`src/rtl/rse_pkg.sv`:
```
// Shared types and constants for the RPN stack evaluator.
package rse_pkg;

	localparam int DATA_W          = 32;
	localparam int FUNC_W          = 3;
	localparam int DEPTH_W         = 7;
	localparam int ERR_W           = 2;
	localparam int STACK_DEPTH_DEF = 64;

	// token kinds; codes above FUNC_DIV are ignored
	localparam logic [FUNC_W-1:0] FUNC_PUSH = 3'd0;
	localparam logic [FUNC_W-1:0] FUNC_ADD  = 3'd1;
	localparam logic [FUNC_W-1:0] FUNC_SUB  = 3'd2;
	localparam logic [FUNC_W-1:0] FUNC_MUL  = 3'd3;
	localparam logic [FUNC_W-1:0] FUNC_DIV  = 3'd4;

	localparam logic [ERR_W-1:0] ERR_OK    = 2'd0;
	localparam logic [ERR_W-1:0] ERR_UNDER = 2'd1;
	localparam logic [ERR_W-1:0] ERR_FULL  = 2'd2;
	localparam logic [ERR_W-1:0] ERR_DIV0  = 2'd3;

	typedef struct packed {
		logic [FUNC_W-1:0]        func;
		logic signed [DATA_W-1:0] value;
		logic                     first;
	} tok_t;

	typedef struct packed {
		logic signed [DATA_W-1:0] top;
		logic [DEPTH_W-1:0]       depth;
		logic [ERR_W-1:0]         error;
	} res_t;

	typedef enum logic [2:0] {
		ST_IDLE,
		ST_READ,
		ST_DIV,
		ST_WB,
		ST_EMIT
	} state_t;

endpackage

```
`src/rtl/rpn_stack_evaluator.sv`:
```
// Push, ignored or rejected token: after acceptance the FSM goes to the emit state, which loads the result.
// Add, subtract, multiply, divide by zero: ALU, write-back, output load.
// Divide: read, then the one-bit-per-cycle divider, write-back, output load.
// One token at a time: the next token is taken the cycle after its result is loaded,
// so a token is only taken once the previous one is done; a held output stalls the result load.
// Reset clears the stack pointer and output valid; the stack RAM is not cleared.
module rpn_stack_evaluator #(
	parameter int STACK_DEPTH = rse_pkg::STACK_DEPTH_DEF
) (
	input  logic          clk,
	input  logic          arst_n,
	input  logic          tok_valid,
	output logic          tok_ready,
	input  rse_pkg::tok_t tok,
	output logic          res_valid,
	input  logic          res_ready,
	output rse_pkg::res_t res
);
	import rse_pkg::*;

	localparam int PTR_W  = $clog2(STACK_DEPTH + 1);
	localparam int ADDR_W = $clog2(STACK_DEPTH);

	state_t            state_q, state_d;
	logic [PTR_W-1:0]  sp_q;
	logic [PTR_W-1:0]  sp_eff;
	logic [DATA_W-1:0] top_q;
	logic [DATA_W-1:0] r_q;
	logic [FUNC_W-1:0] func_q;
	logic [ERR_W-1:0]  err_q;
	res_t              res_q;
	logic              res_valid_q;

	logic              tok_fire;
	logic              is_op;
	logic              full;
	logic              under;
	logic              push_ok;
	logic              op_go;
	logic              emit_load;
	logic              div_start;
	logic              div_done;
	logic [DATA_W-1:0] div_quot;
	logic [DATA_W-1:0] alu_r;
	logic [DATA_W-1:0] mem_rdata;
	logic              mem_we;
	logic [ADDR_W-1:0] mem_waddr;
	logic [DATA_W-1:0] mem_wdata;
	logic [ADDR_W-1:0] mem_raddr;

	assign tok_fire  = tok_valid && tok_ready;
	assign sp_eff    = tok.first ? '0 : sp_q;
	assign is_op     = (tok.func == FUNC_ADD) || (tok.func == FUNC_SUB) ||
	                   (tok.func == FUNC_MUL) || (tok.func == FUNC_DIV);
	assign full      = (sp_eff == PTR_W'(STACK_DEPTH));
	assign under     = (sp_eff < PTR_W'(2));
	assign push_ok   = tok_fire && (tok.func == FUNC_PUSH) && !full;
	assign op_go     = tok_fire && is_op && !under;
	assign emit_load = (state_q == ST_EMIT) && (!res_valid_q || res_ready);
	assign div_start = (state_q == ST_READ) && (func_q == FUNC_DIV) && (top_q != '0);

	// operand a comes from the RAM, b is the cached top of stack
	always_comb begin
		unique case (func_q)
			FUNC_ADD: alu_r = mem_rdata + top_q;
			FUNC_SUB: alu_r = mem_rdata - top_q;
			FUNC_MUL: alu_r = mem_rdata * top_q;
			default:  alu_r = '0;
		endcase
	end

	always_ff @(posedge clk or negedge arst_n) begin
		if (!arst_n) begin
			state_q <= ST_IDLE;
		end else begin
			state_q <= state_d;
		end
	end

	always_comb begin
		state_d   = state_q;
		tok_ready = 1'b0;
		mem_we    = 1'b0;
		mem_waddr = ADDR_W'(sp_eff);
		mem_wdata = tok.value;
		mem_raddr = ADDR_W'(sp_eff - PTR_W'(2));
		unique case (state_q)
			ST_IDLE: begin
				tok_ready = 1'b1;
				mem_we    = push_ok;
				if (tok_fire) begin
					state_d = op_go ? ST_READ : ST_EMIT;
				end
			end
			ST_READ: begin
				state_d = div_start ? ST_DIV : ST_WB;
			end
			ST_DIV: begin
				if (div_done) begin
					state_d = ST_WB;
				end
			end
			ST_WB: begin
				mem_we    = 1'b1;
				mem_waddr = ADDR_W'(sp_q - PTR_W'(2));
				mem_wdata = r_q;
				state_d   = ST_EMIT;
			end
			ST_EMIT: begin
				if (emit_load) begin
					state_d = ST_IDLE;
				end
			end
			default: state_d = ST_IDLE;
		endcase
	end

	always_ff @(posedge clk or negedge arst_n) begin
		if (!arst_n) begin
			sp_q        <= '0;
			res_valid_q <= 1'b0;
		end else begin
			if (tok_fire) begin
				sp_q <= push_ok ? (sp_eff + PTR_W'(1)) : sp_eff;
			end else if (state_q == ST_WB) begin
				sp_q <= sp_q - PTR_W'(1);
			end
			if (emit_load) begin
				res_valid_q <= 1'b1;
			end else if (res_ready) begin
				res_valid_q <= 1'b0;
			end
		end
	end

	always_ff @(posedge clk) begin
		if (tok_fire) begin
			func_q <= tok.func;
			if (tok.func == FUNC_PUSH && full) begin
				err_q <= ERR_FULL;
			end else if (is_op && under) begin
				err_q <= ERR_UNDER;
			end else begin
				err_q <= ERR_OK;
			end
		end
		if (push_ok) begin
			top_q <= tok.value;
		end else if (state_q == ST_WB) begin
			top_q <= r_q;
		end
		if (state_q == ST_READ) begin
			if (func_q == FUNC_DIV && top_q == '0) begin
				r_q   <= '0;
				err_q <= ERR_DIV0;
			end else begin
				r_q <= alu_r;
			end
		end else if (state_q == ST_DIV && div_done) begin
			r_q <= div_quot;
		end
		if (emit_load) begin
			res_q.top   <= (sp_q == '0) ? '0 : top_q;
			res_q.depth <= DEPTH_W'(sp_q);
			res_q.error <= err_q;
		end
	end

	rse_ram #(
		.WIDTH(DATA_W),
		.DEPTH(STACK_DEPTH)
	) u_stack (
		.clk  (clk),
		.we   (mem_we),
		.waddr(mem_waddr),
		.wdata(mem_wdata),
		.raddr(mem_raddr),
		.rdata(mem_rdata)
	);

	rse_div #(
		.WIDTH(DATA_W)
	) u_div (
		.clk     (clk),
		.arst_n  (arst_n),
		.start   (div_start),
		.dividend(mem_rdata),
		.divisor (top_q),
		.done    (div_done),
		.quotient(div_quot)
	);

	assign res_valid = res_valid_q;
	assign res       = res_q;

	a_sp_bound: assert property (@(posedge clk) disable iff (!arst_n)
		sp_q <= PTR_W'(STACK_DEPTH))
		else $error("stack pointer beyond stack depth");

	a_wb_operands: assert property (@(posedge clk) disable iff (!arst_n)
		(state_q == ST_WB) |-> (sp_q >= PTR_W'(2)))
		else $error("write-back with fewer than two operands");

	a_wb_pop: assert property (@(posedge clk) disable iff (!arst_n)
		(state_q == ST_WB) |=> (sp_q == $past(sp_q) - PTR_W'(1)))
		else $error("operator write-back did not pop one entry");

	a_div_done_state: assert property (@(posedge clk) disable iff (!arst_n)
		div_done |-> (state_q == ST_DIV))
		else $error("divider finished outside divide state");

endmodule

```
`src/rtl/rse_ram.sv`:
```
// Generic single-write, single-read RAM with registered read data.
module rse_ram #(
	parameter int WIDTH = 32,
	parameter int DEPTH = 64
) (
	input  logic                     clk,
	input  logic                     we,
	input  logic [$clog2(DEPTH)-1:0] waddr,
	input  logic [WIDTH-1:0]         wdata,
	input  logic [$clog2(DEPTH)-1:0] raddr,
	output logic [WIDTH-1:0]         rdata
);

	logic [WIDTH-1:0] mem_q [DEPTH];

	always_ff @(posedge clk) begin
		if (we) begin
			mem_q[waddr] <= wdata;
		end
		rdata <= mem_q[raddr];
	end

endmodule

```
`src/rtl/rse_div.sv`:
```
// Radix-2 restoring signed divider, truncating toward zero, one quotient bit per cycle.
module rse_div #(
	parameter int WIDTH = 32
) (
	input  logic             clk,
	input  logic             arst_n,
	input  logic             start,
	input  logic [WIDTH-1:0] dividend,
	input  logic [WIDTH-1:0] divisor,
	output logic             done,
	output logic [WIDTH-1:0] quotient
);
	import rse_pkg::*;

	localparam int CNT_W = $clog2(WIDTH + 1);

	logic             busy_q;
	logic             done_q;
	logic [CNT_W-1:0] cnt_q;
	logic [WIDTH-1:0] rem_q;
	logic [WIDTH-1:0] quo_q;
	logic [WIDTH-1:0] den_q;
	logic             neg_q;
	logic [WIDTH-1:0] rem_shift;
	logic [WIDTH:0]   diff;

	assign rem_shift = {rem_q[WIDTH-2:0], quo_q[WIDTH-1]};
	assign diff      = {1'b0, rem_shift} - {1'b0, den_q};

	always_ff @(posedge clk or negedge arst_n) begin
		if (!arst_n) begin
			busy_q <= 1'b0;
			done_q <= 1'b0;
			cnt_q  <= '0;
		end else begin
			done_q <= 1'b0;
			if (start) begin
				busy_q <= 1'b1;
				cnt_q  <= CNT_W'(WIDTH);
			end else if (busy_q) begin
				cnt_q <= cnt_q - CNT_W'(1);
				if (cnt_q == CNT_W'(1)) begin
					busy_q <= 1'b0;
					done_q <= 1'b1;
				end
			end
		end
	end

	// magnitudes wrap, so the most negative value becomes 2^(WIDTH-1) unsigned
	always_ff @(posedge clk) begin
		if (start) begin
			rem_q <= '0;
			quo_q <= dividend[WIDTH-1] ? (~dividend + WIDTH'(1)) : dividend;
			den_q <= divisor[WIDTH-1] ? (~divisor + WIDTH'(1)) : divisor;
			neg_q <= dividend[WIDTH-1] ^ divisor[WIDTH-1];
		end else if (busy_q) begin
			if (!diff[WIDTH]) begin
				rem_q <= diff[WIDTH-1:0];
				quo_q <= {quo_q[WIDTH-2:0], 1'b1};
			end else begin
				rem_q <= rem_shift;
				quo_q <= {quo_q[WIDTH-2:0], 1'b0};
			end
		end
	end

	assign done     = done_q;
	assign quotient = neg_q ? (~quo_q + WIDTH'(1)) : quo_q;

	a_start_idle: assert property (@(posedge clk) disable iff (!arst_n)
		start |-> !busy_q)
		else $error("divider started while busy");

	a_done_after_busy: assert property (@(posedge clk) disable iff (!arst_n)
		done_q |-> (!busy_q && $past(busy_q)))
		else $error("divider done without a finished run");

endmodule
```
`config.mk`:
```
export PLATFORM = sky130hd
export DESIGN_NAME = rpn_stack_evaluator
export DESIGN_NICKNAME = d
export VERILOG_FILES = /design/src/rtl/rse_pkg.sv /design/src/rtl/rpn_stack_evaluator.sv /design/src/rtl/rse_ram.sv /design/src/rtl/rse_div.sv
export SDC_FILE = /design/constraint.sdc
export NUM_CORES = 2
export LEC_CHECK = 0
export BUFFER_PORTS_ARGS = -buffer_cell sky130_fd_sc_hd__buf_4
export CORE_MARGIN = 5
export CORE_UTILIZATION = 45
export DETAILED_ROUTE_END_ITERATION = 8
export PLACE_DENSITY_LB_ADDON = 0.25
export SYNTH_ARGS = -nofsm -noshare
export SYNTH_HDL_FRONTEND = slang
export SYNTH_HIERARCHICAL = 1
export SYNTH_SLANG_ARGS = --single-unit
```
`constraint.sdc`:
```
create_clock -name clk -period 9.9 [get_ports clk]
set_clock_uncertainty 0.1 [all_clocks]
set_input_delay 0.495 -clock clk [delete_from_list [all_inputs] [get_ports clk]]
set_output_delay 0.495 -clock clk [all_outputs]
set_load 0.01 [all_outputs]
```
# == Word level (Yosys, flattened, before mapping) ==
# Memory sizes are Yosys's and may differ from the RTL's. A register that Yosys moved wholly into a read port is not among the register bits.
# Index checks and enable logic that the tools add are counted.
# classes
n_addsub,11
n_mul,1
div_mod_pow,0
order_cmp,1
eq_ne,17
shift,0
mux,44
bitwise_logic,4
n_reduce_logical,30
# ops
operator,count
32-bit 2-to-1 mux,10
32-bit by 1-bit adder with 32-bit output (second input constant),3
32-bit inverter,3
32-bit one-hot mux with 3 select lines,1
31-bit 2-to-1 mux,2
32-bit by 32-bit subtractor with 33-bit output,1
32-bit adder,1
32-bit logical NOT,1
32-bit by 32-bit multiplier with 32-bit output,1
32-bit nonzero test,1
32-bit subtractor,1
7-bit 2-to-1 mux,4
3-bit by 2-bit == test with 1-bit output (second input constant),6
6-bit 2-to-1 mux,3
3-bit one-hot mux with 5 select lines,1
1-bit 2-to-1 mux,14
1-bit logical AND,12
3-bit 2-to-1 mux,4
6-bit by 2-bit subtractor with 6-bit output (second input constant),2
2-bit nonzero test,5
3-bit by 1-bit == test with 1-bit output (second input constant),3
3-bit == test (second input constant),3
2-bit 2-to-1 mux,4
7-bit by 1-bit adder with 7-bit output (second input constant),1
other kinds (14),21
# totals
ff_bits,225
latch_bits,0
ramBits,2048
rom_bits,0
word_cells,127
mem_count,1
# memory_table
name,depth,width,rd,rd_clocked_by_memory_dff,write_ports,line_no,text
u_stack.mem_q,64,32,1,1,1,rse_ram.sv:14,logic [WIDTH-1:0] mem_q [DEPTH];

# == Depth between registers and ports, before layout ==
# logic_depth
ltp_word,10
mapped_depth,29

# == By module ==
# The synthesis kept the hierarchy.
# modules_own_cells
mod,instances,cells_each,area_per_inst_um2,seq_area_each_um2
rse_ram,1,3324,78515.3,62139.6
rpn_stack_evaluator,1,2648,24105.6,3558.4
rse_div,1,880,7597.3,2772.7

# == Least setup slack after synthesis ==
# No wires, ideal clock.
# synth_path
path_kind,flip-flop to flip-flop
startpoint,register top_q[7]
endpoint,"register r_q[30], data pin"
setup_time_ps,272
arrival_ps,7240
slack_ps,2288
path_stages_with_launch,28
synth_period_minus_slack_ps,7612
path_cell_list,edfxtp_1 -> clkbuf_1 -> clkbuf_1 -> and2_1 -> fa_1 -> fa_1 -> fa_1 -> inv_1 -> fa_1 -> inv_1 -> fa_1 -> inv_1 -> fa_1 -> inv_1 -> fa_1 -> inv_1 -> fa_1 -> inv_1 -> ha_1 -> nand3_1 -> or3_1 -> o21ai_0 -> a311oi_2 -> nor3_1 -> a2111oi_2 -> a21oi_1 -> xnor2_1 -> o2111ai_1
# synth_via
elab_chain_cells,4
word_cells_on_any_way,8
cone_classes,add/sub: 2; mul: 1; mux: 3; reduce/logical: 2
# synth_lines
item,line_no,text
"start, declared",rpn_stack_evaluator.sv:27,logic [DATA_W-1:0] top_q;
"start signal, assigned",rpn_stack_evaluator.sv:148,top_q <= tok.value;
"start signal, assigned",rpn_stack_evaluator.sv:150,top_q <= r_q;
"32-bit by 32-bit multiplier with 32-bit output, or another cell as far along",rpn_stack_evaluator.sv:67,FUNC_MUL: alu_r = mem_rdata * top_q;
32-bit one-hot mux with 3 select lines or 1-bit logical AND (tied branches),"rpn_stack_evaluator.sv:64, rpn_stack_evaluator.sv:153",
32-bit 2-to-1 mux *,rpn_stack_evaluator.sv:153,if (func_q == FUNC_DIV && top_q == '0) begin
32-bit 2-to-1 mux *,rpn_stack_evaluator.sv:152,if (state_q == ST_READ) begin
"end signal, assigned",rpn_stack_evaluator.sv:157,r_q <= alu_r;
"end signal, assigned",rpn_stack_evaluator.sv:160,r_q <= div_quot;
"end, declared",rpn_stack_evaluator.sv:28,logic [DATA_W-1:0] r_q;
# Mark *: on every way between the ends. The rest lies on a longest branch, timed or not.
# A chain may end at the register's enable or synchronous reset.

# == Worst setup path after layout ==
# layout_path
startpoint,register u_stack.rdata[1] (read register of u_stack.mem_q)
endpoint,"register r_q[30], data pin"
# layout_via
elab_chain_cells,4
word_cells_on_any_way,6
cone_classes,add/sub: 2; mul: 1; mux: 3
# layout_lines
item,line_no,text
"start, declared",rse_ram.sv:11,output logic [WIDTH-1:0] rdata
"32-bit by 32-bit multiplier with 32-bit output, or another cell as far along",rpn_stack_evaluator.sv:67,
32-bit one-hot mux with 3 select lines *,rpn_stack_evaluator.sv:64,unique case (func_q)
32-bit 2-to-1 mux *,rpn_stack_evaluator.sv:153,
32-bit 2-to-1 mux *,rpn_stack_evaluator.sv:152,
# Marked as above.

==> out/metrics.cfg <==
[outcome]
status=completed

[finish]
drive_gt1_share_pct=18.47
final_common_cell=edfxtp_1
finalInstanceArea_um2=123600
syn_to_final_growth_pct=12.17
layout.nets=7707
layout_common_cells=2221 x edfxtp_1, 544 x mux4_2, 512 x inv_1, 447 x nand2_1, 410 x fa_1

[sta]
setup-tns-final_ps=0
rsz0062_at_grt=no
drv_slew=0
min_period_over_period_pct=86.08
hold_viol=0
worst_slew_pin_slew_ps=1301
slew_headroom_pct=12.17
post-route-min-period_ps=8522
setup-violations-final=0
fmax_ghz=0.1173

[critical_path]
endpoint_kind=register
crit_type=register to register
cp-start-kind=register
rr_startpoint=u_stack/rdata[1]
r2r_end=r_q[30]
worstPathRequired_ps=10320
crit_fanout=25
r2r_cells=24
rrSetupSlack_ps=1380
critPathArrivalTime_ps=8950

[floorplan]
ios=83
dieArea_um2=254900
coreArea_um2=243500
num_rows=181
die_width_um=504.9
die_h_um=504.9
start_util_pct=45.27

[synthesis]
avgSynthCellArea_um2=16.09
synth-seq-cells=2305
synth_edf_count=2221
ys_async_sr_fraction_pct=0.8243
synth_seq_area_share_pct=62.12
ys_warn_count=6
synth_top_flop_cell=edfxtp_1
syn_inst=6852
yosysUniqueCellTypes=87
synth_area_um2=110200
synth.net_count=7502

[placed_design]
io_buffers=82
gp_congestion=0.9222
dpl_cell_area_um2=115600
hpwlAfterDp_um=188100

[detailed_routing]
first_pass_iters=8
drcViolationCount=0
vias=62643
routed_wl_um=304400
drt_iter0_drc=7466
vias_per_cell=5.986
post_drt_wl_per_cell_um=29.09
drt.antenna.violating_nets=0

[global_routing]
first_global_vias=63275
grt_max_degree=82
grt_usage_pct=23.77
grt-ovfl-total=0
grt_pass1_wl_um=443300
antenna_found_initial=15

[min_path]
hold_depth=2
worstHoldEndpoint=top_q[5]
hold_path_class=input pin to register
min_from=tok[6]

[flow_run]
drv_cap=0

[cts]
cts.clk_slew.worst_paths_ps=70
clk_path_buf_depth=3
clock_latency_ps=920
numCtsBuffers=231
cts_tree=done
cts.sinks=2305
cts-resized-gates=0
htreeDepth=4
root_buffer=clkbuf_16

-- per-stage QoR --
stage               setup WS (ps)  util [%]  std cells  hold slack [ps]
detailed placement           1540     47.47       9987            294.2
global route                 1049     50.78      10457            47.09
global placement             1677     47.47       9987            290.8
floorplan                    2288         -       6852            99.41
finish                       1378     50.78      10465            107.1
CTS                          1479     50.77      10456            14.27
-- cells in the mapped netlist (9+ instances only) --
master    count  area, um2
mux4_2      544      12250
o22ai_1      95      594.3
nand3b_1     10      75.07
dfrtp_1      19      475.5
or3_1        33      206.5
nor3_1       44      220.2
nor2_1      295       1107
o21ai_0     128      640.6
edfxtp_1   2221      66690
buf_1        31      116.4
nand2_1     480       1802
buf_4        26      195.2
o21bai_1     10      75.07
and3_1       19      118.9
o31ai_1      30      225.2
dfxtp_1      65       1301
xnor2_1     174       1524
mux2_2       35      394.1
inv_1       515       1933
a22o_1       17      148.9
nand2b_1     38      237.7
o211ai_1     24      180.2
and2_1      343       2146
a22oi_1      24      180.2
clkbuf_1    235      882.1
a21o_1       31      232.7
o221ai_1     29      254.0
ha_1        200       2502
a21oi_1     202       1011
nor4_1        9      56.30
nand4_1      11      68.82
or4_1        13      97.59
buf_2        60      300.3
o41ai_1      15      131.4
a211oi_1     24      180.2
a31oi_1      13      81.33
o21a_1       19      142.6
xor2_1       89      779.5
nor2b_1      25      156.4
nand3_1      27      135.1
fa_1        410       8208
mux2i_1     107       1071
-- layer usage --
layer	part of all wire [%]	GRT usage [%]	routed length, um
met1	40	33.66	123100
met2	46	36.77	140300
met3	9.7	5.074	29470
met4	3.7	8.200	11380
met5	0.061	0.4880	186
-- timing repair --
item	4_1_cts	5_1_grt
hold buffers	39	0
setup buffers	0	0
endpoints found under the hold margin	64	0
-- kinds of logic after synthesis --
logic type,share of synthesized area [%]
compound gates,4.296
simple gates,6.145
fa+ha+maj,9.717
mux,12.45
buf+inv,3.184
xor+xnor,2.090
flops,62.12
-- how the worst max path moves through the flow --
stage / start / to / slack [ps] / cells after the start
floorplan: top_q[7] / r_q[30] / 2290 / 27
global placement: u_stack/rdata[14] / r_q[30] / 1680 / 23
global route: top_q[4] / r_q[30] / 1050 / 24
CTS: u_stack/rdata[1] / r_q[30] / 1480 / 24
finish: u_stack/rdata[1] / r_q[30] / 1380 / 24
detailed placement: u_stack/rdata[14] / r_q[30] / 1540 / 23
-- worst max-delay path, stage by stage (launching register included) --
cell,delay [ps]
dfxtp_1,670
buf_4,500
and2_1,240
fa_1,450
fa_1,470
fa_1,550
inv_1,50
fa_1,520
inv_1,40
ha_1,290
ha_1,320
fa_1,560
inv_1,60
fa_1,520
inv_1,40
ha_1,340
a21o_1,210
a21oi_1,210
o2111ai_1,320
a311oi_2,540
nor3_1,140
a2111oi_2,470
a21oi_1,140
xnor2_1,190
o2111ai_1,140
-- state kept, by name, indices dropped and copies added, names as in the netlist --
signal and flops:
u_div/cnt_q 6, state_q 3, u_div/quo_q 32, u_div/done 1
res 41, u_div/busy_q 1, u_stack/rdata 32, err_q 2
u_div/neg_q 1, res_valid 1, r_q 32, u_div/den_q 32
u_div/rem_q 31, u_stack/mem_q 2048, top_q 32, sp_q 7
func_q 3
-- layout make-up --
| cell class | instances | area, um2 |
|---|---|---|
| fill | 19786 | 119800 |
| multi-input combinational | 3672 | 38850 |
| clock inverter | 147 | 1648 |
| antenna | 9 | 22.52 |
| clock buffer | 283 | 6006 |
| inverter | 516 | 1959 |
| tap | 3202 | 4006 |
| timing repair buffer | 331 | 2670 |
| sequential | 2305 | 68470 |
Power is left out: the tool's default activity adds up to more than one toggle a clock period on the data nets, which glitch-free logic cannot reach.
